--- src/rtl/pbl_pkg.sv ---
// ============================================================================
// Palette blend package
// Shared types and constants for the 16-entry palette lookup with blending
// and brightness scaling.
// ============================================================================
package pbl_pkg;

    // Palette geometry.
    localparam int PAL_DEPTH  = 16;
    localparam int PAL_ADDR_W = 4;
    localparam int CH_W       = 8;

    // The last entry wraps to the first when blending toward the next one.
    localparam logic [PAL_ADDR_W-1:0] PAL_LAST = 4'd15;
    localparam logic [PAL_ADDR_W-1:0] PAL_FIRST = 4'd0;

    // Brightness codes with special meaning.
    localparam logic [CH_W-1:0] BRIGHT_FULL = 8'hFF;
    localparam logic [CH_W-1:0] BRIGHT_OFF  = 8'h00;

    // Request operation codes.
    typedef enum logic {
        OP_LOOKUP = 1'b0,
        OP_WRITE  = 1'b1
    } op_t;

    // One RGB color.
    typedef struct packed {
        logic [CH_W-1:0] red;
        logic [CH_W-1:0] green;
        logic [CH_W-1:0] blue;
    } rgb_t;

    // Input request payload.
    typedef struct packed {
        op_t                   op;
        logic [11:0]           color_index;
        logic [CH_W-1:0]       brightness;
        logic [PAL_ADDR_W-1:0] entry_addr;
        logic [CH_W-1:0]       entry_red;
        logic [CH_W-1:0]       entry_green;
        logic [CH_W-1:0]       entry_blue;
    } in_item_t;

    // Result payload.
    typedef struct packed {
        logic [CH_W-1:0] out_red;
        logic [CH_W-1:0] out_green;
        logic [CH_W-1:0] out_blue;
    } out_item_t;

    // Palette write port controls.
    typedef struct packed {
        logic                  en;
        logic [PAL_ADDR_W-1:0] addr;
        rgb_t                  color;
    } pal_wr_t;

    // Palette dual read port controls.
    typedef struct packed {
        logic                  en;
        logic [PAL_ADDR_W-1:0] addr_a;
        logic [PAL_ADDR_W-1:0] addr_b;
    } pal_rd_t;

endpackage

--- src/rtl/pbl_palette_ram.sv ---
// ============================================================================
// Palette memory
// Sixteen 24-bit entries with one write port and two registered read ports.
// Contents are undefined until written.
// ============================================================================
module pbl_palette_ram (
    input  logic           clk,
    input  pbl_pkg::pal_wr_t wr,
    input  pbl_pkg::pal_rd_t rd,
    output pbl_pkg::rgb_t  rd_data_a,
    output pbl_pkg::rgb_t  rd_data_b
);
    import pbl_pkg::*;

    rgb_t mem_reg [PAL_DEPTH];
    rgb_t rd_a_reg;
    rgb_t rd_b_reg;

    // Write port.
    always_ff @(posedge clk)
    begin
        if (wr.en)
        begin
            mem_reg[wr.addr] <= wr.color;
        end
    end

    // Two read ports, data registered when a read is requested.
    always_ff @(posedge clk)
    begin
        if (rd.en)
        begin
            rd_a_reg <= mem_reg[rd.addr_a];
            rd_b_reg <= mem_reg[rd.addr_b];
        end
    end

    assign rd_data_a = rd_a_reg;
    assign rd_data_b = rd_b_reg;

endmodule

--- src/rtl/palette_blend_12bit_top.sv ---
// ============================================================================
// Palette blend top level
// Looks up a 16-entry RGB palette, blends toward the next entry and applies
// a brightness scale, one lookup per cycle while the output is not stalled.
// ============================================================================
// Usage:
// Requests arrive on item_valid/item_ready/item. A write request stores one
// palette entry in the accept cycle and returns no result; a lookup request
// returns one color on result_valid/result_ready/result.
// Lookups flow through four register stages: palette read, blend multiply,
// blend sum, brightness scale into the output register. A new request can
// be taken every cycle while the output is not stalled, so the sustained
// rate is one request per cycle unless the receiver stalls.
// A lookup issued the cycle after a write already sees the new entry.
// The cfg channel (cfg_valid/cfg_ready/cfg_data) sets blend_enable and is
// always ready. The user must write it only while no lookup is in flight;
// the block does not enforce this. Reset clears all stage valid bits and
// sets blend_enable to 1. The palette is not cleared and must be written
// before its entries are looked up. When the receiver stalls, the output
// register holds its result and the stages behind it keep filling bubbles;
// item_ready falls only once all four stages hold lookups.
// ============================================================================
module palette_blend_12bit_top (
    input  logic               clk,
    input  logic               rst_n,
    input  logic               item_valid,
    output logic               item_ready,
    input  pbl_pkg::in_item_t  item,
    output logic               result_valid,
    input  logic               result_ready,
    output pbl_pkg::out_item_t result,
    input  logic               cfg_valid,
    output logic               cfg_ready,
    input  logic               cfg_data
);
    import pbl_pkg::*;

    // Stage payloads.
    typedef struct packed {
        logic [CH_W-1:0] frac;
        logic [CH_W-1:0] bright;
        logic            blend;
    } s1_t;

    typedef struct packed {
        rgb_t            part_a;
        rgb_t            part_b;
        logic [CH_W-1:0] bright;
    } s2_t;

    typedef struct packed {
        rgb_t            color;
        logic [CH_W-1:0] bright;
    } s3_t;

    logic      blend_enable_reg;
    logic      v1_reg, v2_reg, v3_reg, v4_reg;
    logic      en1, en2, en3, en4;
    logic      accept;
    s1_t       s1_reg, s1_next;
    s2_t       s2_reg, s2_next;
    s3_t       s3_reg, s3_next;
    out_item_t result_reg, result_next;
    pal_wr_t   pal_wr;
    pal_rd_t   pal_rd;
    rgb_t      c1, c2;
    logic [PAL_ADDR_W-1:0] hi_addr;
    logic [PAL_ADDR_W-1:0] nx_addr;
    logic [CH_W-1:0]       frac_inv;

    // Upper byte of a product of two channel values.
    function automatic logic [CH_W-1:0] scale8(input logic [CH_W-1:0] a,
                                               input logic [CH_W-1:0] b);
        logic [2*CH_W-1:0] prod;
        prod = a * b;
        return prod[2*CH_W-1:CH_W];
    endfunction

    // Brightness scale of one channel.
    function automatic logic [CH_W-1:0] dim(input logic [CH_W-1:0] c,
                                            input logic [CH_W-1:0] br);
        logic [CH_W:0]     br_inc;
        logic [2*CH_W:0]   prod;
        logic [CH_W-1:0]   res;
        br_inc = {1'b0, br} + (CH_W+1)'(1);
        prod   = (2*CH_W+1)'(c) * (2*CH_W+1)'(br_inc);
        if (br == BRIGHT_FULL)
        begin
            res = c;
        end
        else if (br == BRIGHT_OFF || c == '0)
        begin
            res = '0;
        end
        else
        begin
            res = prod[2*CH_W-1:CH_W] + CH_W'(1);
        end
        return res;
    endfunction

    // Configuration register, always ready.
    assign cfg_ready = 1'b1;

    always_ff @(posedge clk or negedge rst_n)
    begin
        if (!rst_n)
        begin
            blend_enable_reg <= 1'b1;
        end
        else if (cfg_valid && cfg_ready)
        begin
            blend_enable_reg <= cfg_data;
        end
    end

    // Per-stage advance: a stage moves when it is empty or the next one moves.
    assign en4        = !v4_reg || result_ready;
    assign en3        = !v3_reg || en4;
    assign en2        = !v2_reg || en3;
    assign en1        = !v1_reg || en2;
    assign item_ready = en1;
    assign accept     = item_valid && item_ready;

    // Palette addressing: current entry and its wrapping neighbor.
    assign hi_addr = item.color_index[11:8];
    assign nx_addr = (hi_addr == PAL_LAST) ? PAL_FIRST : hi_addr + PAL_ADDR_W'(1);

    always_comb
    begin
        pal_wr.en          = accept && (item.op == OP_WRITE);
        pal_wr.addr        = item.entry_addr;
        pal_wr.color.red   = item.entry_red;
        pal_wr.color.green = item.entry_green;
        pal_wr.color.blue  = item.entry_blue;
        pal_rd.en          = accept && (item.op == OP_LOOKUP);
        pal_rd.addr_a      = hi_addr;
        pal_rd.addr_b      = nx_addr;
    end

    pbl_palette_ram u_palette (
        .clk       (clk),
        .wr        (pal_wr),
        .rd        (pal_rd),
        .rd_data_a (c1),
        .rd_data_b (c2)
    );

    // Stage 1 side data, aligned with the registered palette read.
    always_comb
    begin
        s1_next.frac   = item.color_index[CH_W-1:0];
        s1_next.bright = item.brightness;
        s1_next.blend  = blend_enable_reg && (item.color_index[CH_W-1:0] != '0);
    end

    // Stage 2: weight both neighbors, or pass the current entry unchanged.
    assign frac_inv = BRIGHT_FULL - s1_reg.frac;

    always_comb
    begin
        s2_next.bright = s1_reg.bright;
        if (s1_reg.blend)
        begin
            s2_next.part_a.red   = scale8(c1.red,   frac_inv);
            s2_next.part_a.green = scale8(c1.green, frac_inv);
            s2_next.part_a.blue  = scale8(c1.blue,  frac_inv);
            s2_next.part_b.red   = scale8(c2.red,   s1_reg.frac);
            s2_next.part_b.green = scale8(c2.green, s1_reg.frac);
            s2_next.part_b.blue  = scale8(c2.blue,  s1_reg.frac);
        end
        else
        begin
            s2_next.part_a = c1;
            s2_next.part_b = '0;
        end
    end

    // Stage 3: sum the two weighted parts.
    always_comb
    begin
        s3_next.bright      = s2_reg.bright;
        s3_next.color.red   = s2_reg.part_a.red   + s2_reg.part_b.red;
        s3_next.color.green = s2_reg.part_a.green + s2_reg.part_b.green;
        s3_next.color.blue  = s2_reg.part_a.blue  + s2_reg.part_b.blue;
    end

    // Stage 4: brightness scaling into the output register.
    always_comb
    begin
        result_next.out_red   = dim(s3_reg.color.red,   s3_reg.bright);
        result_next.out_green = dim(s3_reg.color.green, s3_reg.bright);
        result_next.out_blue  = dim(s3_reg.color.blue,  s3_reg.bright);
    end

    // Valid bits travel with the data.
    always_ff @(posedge clk or negedge rst_n)
    begin
        if (!rst_n)
        begin
            v1_reg <= 1'b0;
            v2_reg <= 1'b0;
            v3_reg <= 1'b0;
            v4_reg <= 1'b0;
        end
        else
        begin
            if (en1)
            begin
                v1_reg <= accept && (item.op == OP_LOOKUP);
            end
            if (en2)
            begin
                v2_reg <= v1_reg;
            end
            if (en3)
            begin
                v3_reg <= v2_reg;
            end
            if (en4)
            begin
                v4_reg <= v3_reg;
            end
        end
    end

    // Stage payload registers.
    always_ff @(posedge clk)
    begin
        if (pal_rd.en)
        begin
            s1_reg <= s1_next;
        end
        if (en2 && v1_reg)
        begin
            s2_reg <= s2_next;
        end
        if (en3 && v2_reg)
        begin
            s3_reg <= s3_next;
        end
        if (en4 && v3_reg)
        begin
            result_reg <= result_next;
        end
    end

    assign result_valid = v4_reg;
    assign result       = result_reg;

    // A stalled input means the first stage holds a lookup.
    a_ready_low_full: assert property (@(posedge clk) disable iff (!rst_n)
        !item_ready |-> v1_reg)
        else $error("item_ready low with an empty first stage");

    // A palette write never enters the lookup pipeline.
    a_write_no_result: assert property (@(posedge clk) disable iff (!rst_n)
        (item_valid && item_ready && item.op == OP_WRITE) |=> !v1_reg)
        else $error("palette write produced a lookup in the pipeline");

    // Full brightness passes the blended color through unchanged.
    a_full_bright: assert property (@(posedge clk) disable iff (!rst_n)
        (en4 && v3_reg && s3_reg.bright == BRIGHT_FULL)
        |=> (result.out_red == $past(s3_reg.color.red)
             && result.out_green == $past(s3_reg.color.green)
             && result.out_blue == $past(s3_reg.color.blue)))
        else $error("full brightness altered the color");

    // A black red channel stays black at any brightness.
    a_zero_stays: assert property (@(posedge clk) disable iff (!rst_n)
        (en4 && v3_reg && s3_reg.color.red == '0) |=> result.out_red == '0)
        else $error("zero red channel became nonzero");

endmodule

--- config.mk ---
export PLATFORM = sky130hd
export DESIGN_NAME = palette_blend_12bit_top
export DESIGN_NICKNAME = d
export VERILOG_FILES = /design/src/rtl/pbl_pkg.sv /design/src/rtl/pbl_palette_ram.sv /design/src/rtl/palette_blend_12bit_top.sv
export SDC_FILE = /design/constraint.sdc
export NUM_CORES = 2
export LEC_CHECK = 0
export BUFFER_PORTS_ARGS = -buffer_cell sky130_fd_sc_hd__buf_2
export CAP_MARGIN = 20
export CELL_PAD_IN_SITES_DETAIL_PLACEMENT = 0
export CELL_PAD_IN_SITES_GLOBAL_PLACEMENT = 1
export CORE_MARGIN = 1
export CORE_UTILIZATION = 50
export DETAILED_ROUTE_END_ITERATION = 6
export GPL_ROUTABILITY_DRIVEN = 0
export GPL_TIMING_DRIVEN = 0
export MAX_ROUTING_LAYER = met4
export PLACE_DENSITY_LB_ADDON = 0.1
export RECOVER_POWER = 100
export SLEW_MARGIN = 20
export SYNTH_ARGS = -nofsm -noshare
export SYNTH_HDL_FRONTEND = slang
export SYNTH_SLANG_ARGS = --single-unit
export TNS_END_PERCENT = 30
--- constraint.sdc ---
create_clock -name clk -period 7.6 [get_ports clk]
set_input_delay 0.76 -clock clk [delete_from_list [all_inputs] [get_ports clk]]
set_output_delay 0.76 -clock clk [all_outputs]
set_load 0.05 [all_outputs]
==> results by group <==
Drt
  – Wire length per cell after detailed routing: 24.33 um
  – DRC violation count after routing: 0
  – Pre-antenna DRT Iters: 6
  – DR vias/cell: 5.826
  – 1st-iter DRT viols: 1,907
  – DRT antenna net count: 0
  – Wire length after detailed routing: 117,800 um
  – Vias post-DR: 28,210

Placed design
  – Worst Setup Slack post-DPL: 0.2742 ns
  – Buffers on Ports: 79
  – Placed inst area: 45,550 um^2
  – HPWL Detailed: 90,060 um

Power
  – Internal power of the cells: 9.452 mW
  – Gate power share: 0.555
  – Switching pwr: 6.612 mW
  – Peak supply drop: 0.4512 mV
  – Clock share of power: 0.188
  – Pwr dens: 341.6 nW/um^2
  – Fraction of power consumed by sequential logic: 0.256
  – Sw Share: 0.4116
  – Leakage: 19.17 nW

Floorplanning
  – Placement row count: 107
  – Number of placed I/O pins: 82
  – Die Y: 295.5 um
  – Horizontal die dimension: 295.5 um
  – Core Footprint: 85,280 um^2
  – Starting density of the core: 0.5051
  – Die area: 87,320 um^2

Timing
  – Slew Limit Fails: 285
  – Final critical-path share of the clock period: 0.9598
  – Final count of hold timing violations: 0
  – Transition time at the pin with the least slew margin: 3.044 ns
  – Final Critical Period: 7.294 ns
  – Clock Skew: 0.02286 ns
  – Peak Freq: 0.1371 GHz
  – Setup repair after global routing missed its margin: true
  – Relative max-transition margin: -1.029
  – Total setup violations reported at the end of the flow: 0
  – Worst hold-check slack: 0.3018 ns
  – Smallest setup slack after layout: 0.3058 ns

CTS
  – Longest Clk Path Bufs: 3
  – Root buffer cell: clkbuf_16
  – CTS tree: yes
  – Inserted Clock Buffers: 61
  – Latest clock arrival within the worst-skew pair: 0.64 ns
  – Clock-pin slew reported for the worst setup and hold paths after clock tree synthesis: 0.06 ns
  – H-tree Lvls: 2
  – Number of sinks driven by the clock tree: 566

Run status
  – Result of the run: complete, but fails checks
  – Violated checks: max-capacitance violations, max-slew violations

Synth
  – Instance count of the mapped netlist: 3,467
  – Nets in the synthesized netlist: 4,176
  – Yosys warning total: 0
  – Top FF cell, synth: edfxtp_1
  – Cell Area, Synth: 43,070 um^2
  – Top cells by instance count after synthesis: edfxtp_1, inv_1, fa_1
  – Sequential fraction of the synthesis area: 0.3940
  – Most instantiated library cell after synthesis: edfxtp_1
  – Proportion of register bits with asynchronous set or reset after synthesis: 0.008834
  – EDFF count, synth: 561
  – Mean Syn Cell Area: 12.42 um^2
  – Area share of the largest cell type after synthesis: 0.3911
  – Most area-hungry cell type in the Yosys netlist: edfxtp_1
  – Number of synthesized register bits: 566
  – Distinct cell type count after synthesis: 81
  – Synth area leaders: edfxtp_1, fa_1, ha_1

Global routing
  – GRT Util Overall: 0.2855
  – First-pass GRT wire length: 180,100 um
  – Global route total overflow: 0
  – Antenna violations before repair: 8
  – Vias in the first global route: 29,880
  – Largest net degree at the start of global routing: 53

Final layout
  – Number of fill cells: 7,249
  – Area growth syn-to-layout: 9.173%
  – Max reg flops: 384
  – Layout cell share with drive strength beyond 1: 0.09160
  – Core Util, Final: 0.5514
  – Net total in the final layout: 4,353
  – Cell area after layout: 47,020 um^2

Setup path
  – Worst path top cell family by delay: adder cells
  – CP required: 7.97 ns
  – Critical path class: flop to flop
  – Crit. End Element: flop
  – Library cell contributing the largest single delay on the critical path: clkbuf_1
  – Most used cell, CP: fa_1
  – CP bufs+invs: 6
  – Critical path's largest stage delay: 0.74 ns
  – Crit path launch: s3_reg[1]
  – Startpoint types: flop
  – Startpoint of the worst-slack reg-to-reg timing path: s3_reg[1]
  – Crit path cell chain: ha_1, nand3_1, nor2_1, and3_1, clkbuf_1, clkbuf_1, nand2_1, fa_1, inv_1, fa_1, fa_1, inv_1, fa_1, inv_1, ha_1, clkbuf_1, o22ai_1, nor3b_1, nor3_1, or4_1, and4b_1, a211o_1
  – Endpoint arrival time on the critical path: 7.67 ns
  – Critical path fanouts, max: 10

Hold path
  – Classification of the worst-slack hold path: primary input to flop
  – Min-Delay Startpoint: item[31]

Run
  – Max Cap Viol: 15
[logic make-up (layout without fill, tap and decap cells)]
| group | Yosys count | after routing | share of synthesized area |
|---|---|---|---|
| muxes | 282 | 282 | 0.1151 |
| and+or+nand+nor | 908 | 908 | 0.1145 |
| AOI/OAI and AO/OA | 359 | 359 | 0.05615 |
| other | 1 | 8 | 0.00008706 |
| buffers and inverters | 602 | 825 | 0.05275 |
| adders and majority gates | 654 | 654 | 0.2480 |
| DFF | 566 | 566 | 0.3940 |
| xor gates and xnor gates | 95 | 95 | 0.01932 |
[stage by stage]
stage	TNS [ns]	cells	power, mW
5_1_grt	-0.1422	4841	17.41
2_1_floorplan	0	3467	10.89
4_1_cts	0	4832	16.23
3_3_place_gp	0	4690	12.98
6_report	0	4841	16.06
3_5_place_dp	0	4722	13.13
[layer usage]
metal	up-vias	share of wire	global-route usage
met1	14550	0.40	0.3512
met4	0	0.042	0.1082
met5	-	0	-
met2	876	0.50	0.4852
met3	253	0.051	0.03127
li1	12530	-	-
[cell usage in the layout (no fill, tap or decap), types with 9 or more instances in the layout]
cell type	n
mux2_2	25
buf_1	20
xor2_1	40
nor2b_1	107
bufinv_16	9
clkbuf_16	61
mux4_2	168
clkinv_1	12
a31oi_1	10
nand2_1	210
buf_2	22
clkbuf_1	225
edfxtp_1	561
a21oi_1	81
nor2_1	87
fa_1	333
nor3_1	34
a21o_1	30
a211oi_1	13
a221oi_1	25
a22oi_1	27
mux2i_1	86
nand2b_1	107
ha_1	321
and2_1	239
xnor2_1	55
nand3_1	35
a31o_2	11
inv_1	444
clkinv_2	12
o21ai_0	74
o21bai_1	20
and3_1	23
nor4_1	15
[cell type report]
| class | count | area, um^2 | area share |
|---|---|---|---|
| multi-input cells | 2299 | 23820 | 0.5065 |
| inverters | 444 | 1667 | 0.03544 |
| plain buffers | 157 | 609.3 | 0.01296 |
| clock inverters | 40 | 456.7 | 0.009712 |
| flip-flops and latches | 566 | 16970 | 0.3609 |
| well taps | 1144 | 1431 | 0.03044 |
| repair buffers | 115 | 498.0 | 0.01059 |
| diodes | 7 | 17.52 | 0.0003725 |
| clock buffers | 69 | 1556 | 0.03310 |
[worst paths after layout]
check | endpoint | slack [ns] | cells after the start
max reg2reg | result[7] | 0.31 | 22
min in group asynchronous | v2_reg | 0.55 | 2
max | result[7] | 0.31 | 22
max in group asynchronous | blend_enable_reg | 6.76 | 2
min reg2reg | s3_reg[3] | 0.42 | 0
min | s1_reg[4] | 0.30 | 1
[power by group through the flow]
| stage | clock network (mW) | registers, mW | logic, mW |
|---|---|---|---|
| 3_3_place_gp | 0 | 4.17 | 8.80 |
| 5_1_grt | 3.18 | 4.14 | 10.1 |
| 4_1_cts | 3.07 | 4.11 | 9.05 |
| 3_5_place_dp | 0 | 4.18 | 8.96 |
| 2_1_floorplan | 0 | 4.34 | 6.55 |
| 6_report | 3.03 | 4.12 | 8.92 |
[timing repair]
action                                 in CTS  in global routing
endpoints found under the hold margin       4                  0
setup buffers                               0                  0
setup endpoints to repair                   0                  3
gates resized for setup                     0                  0
hold buffers                                1                  0
Power figures use the tool's default switching activity.
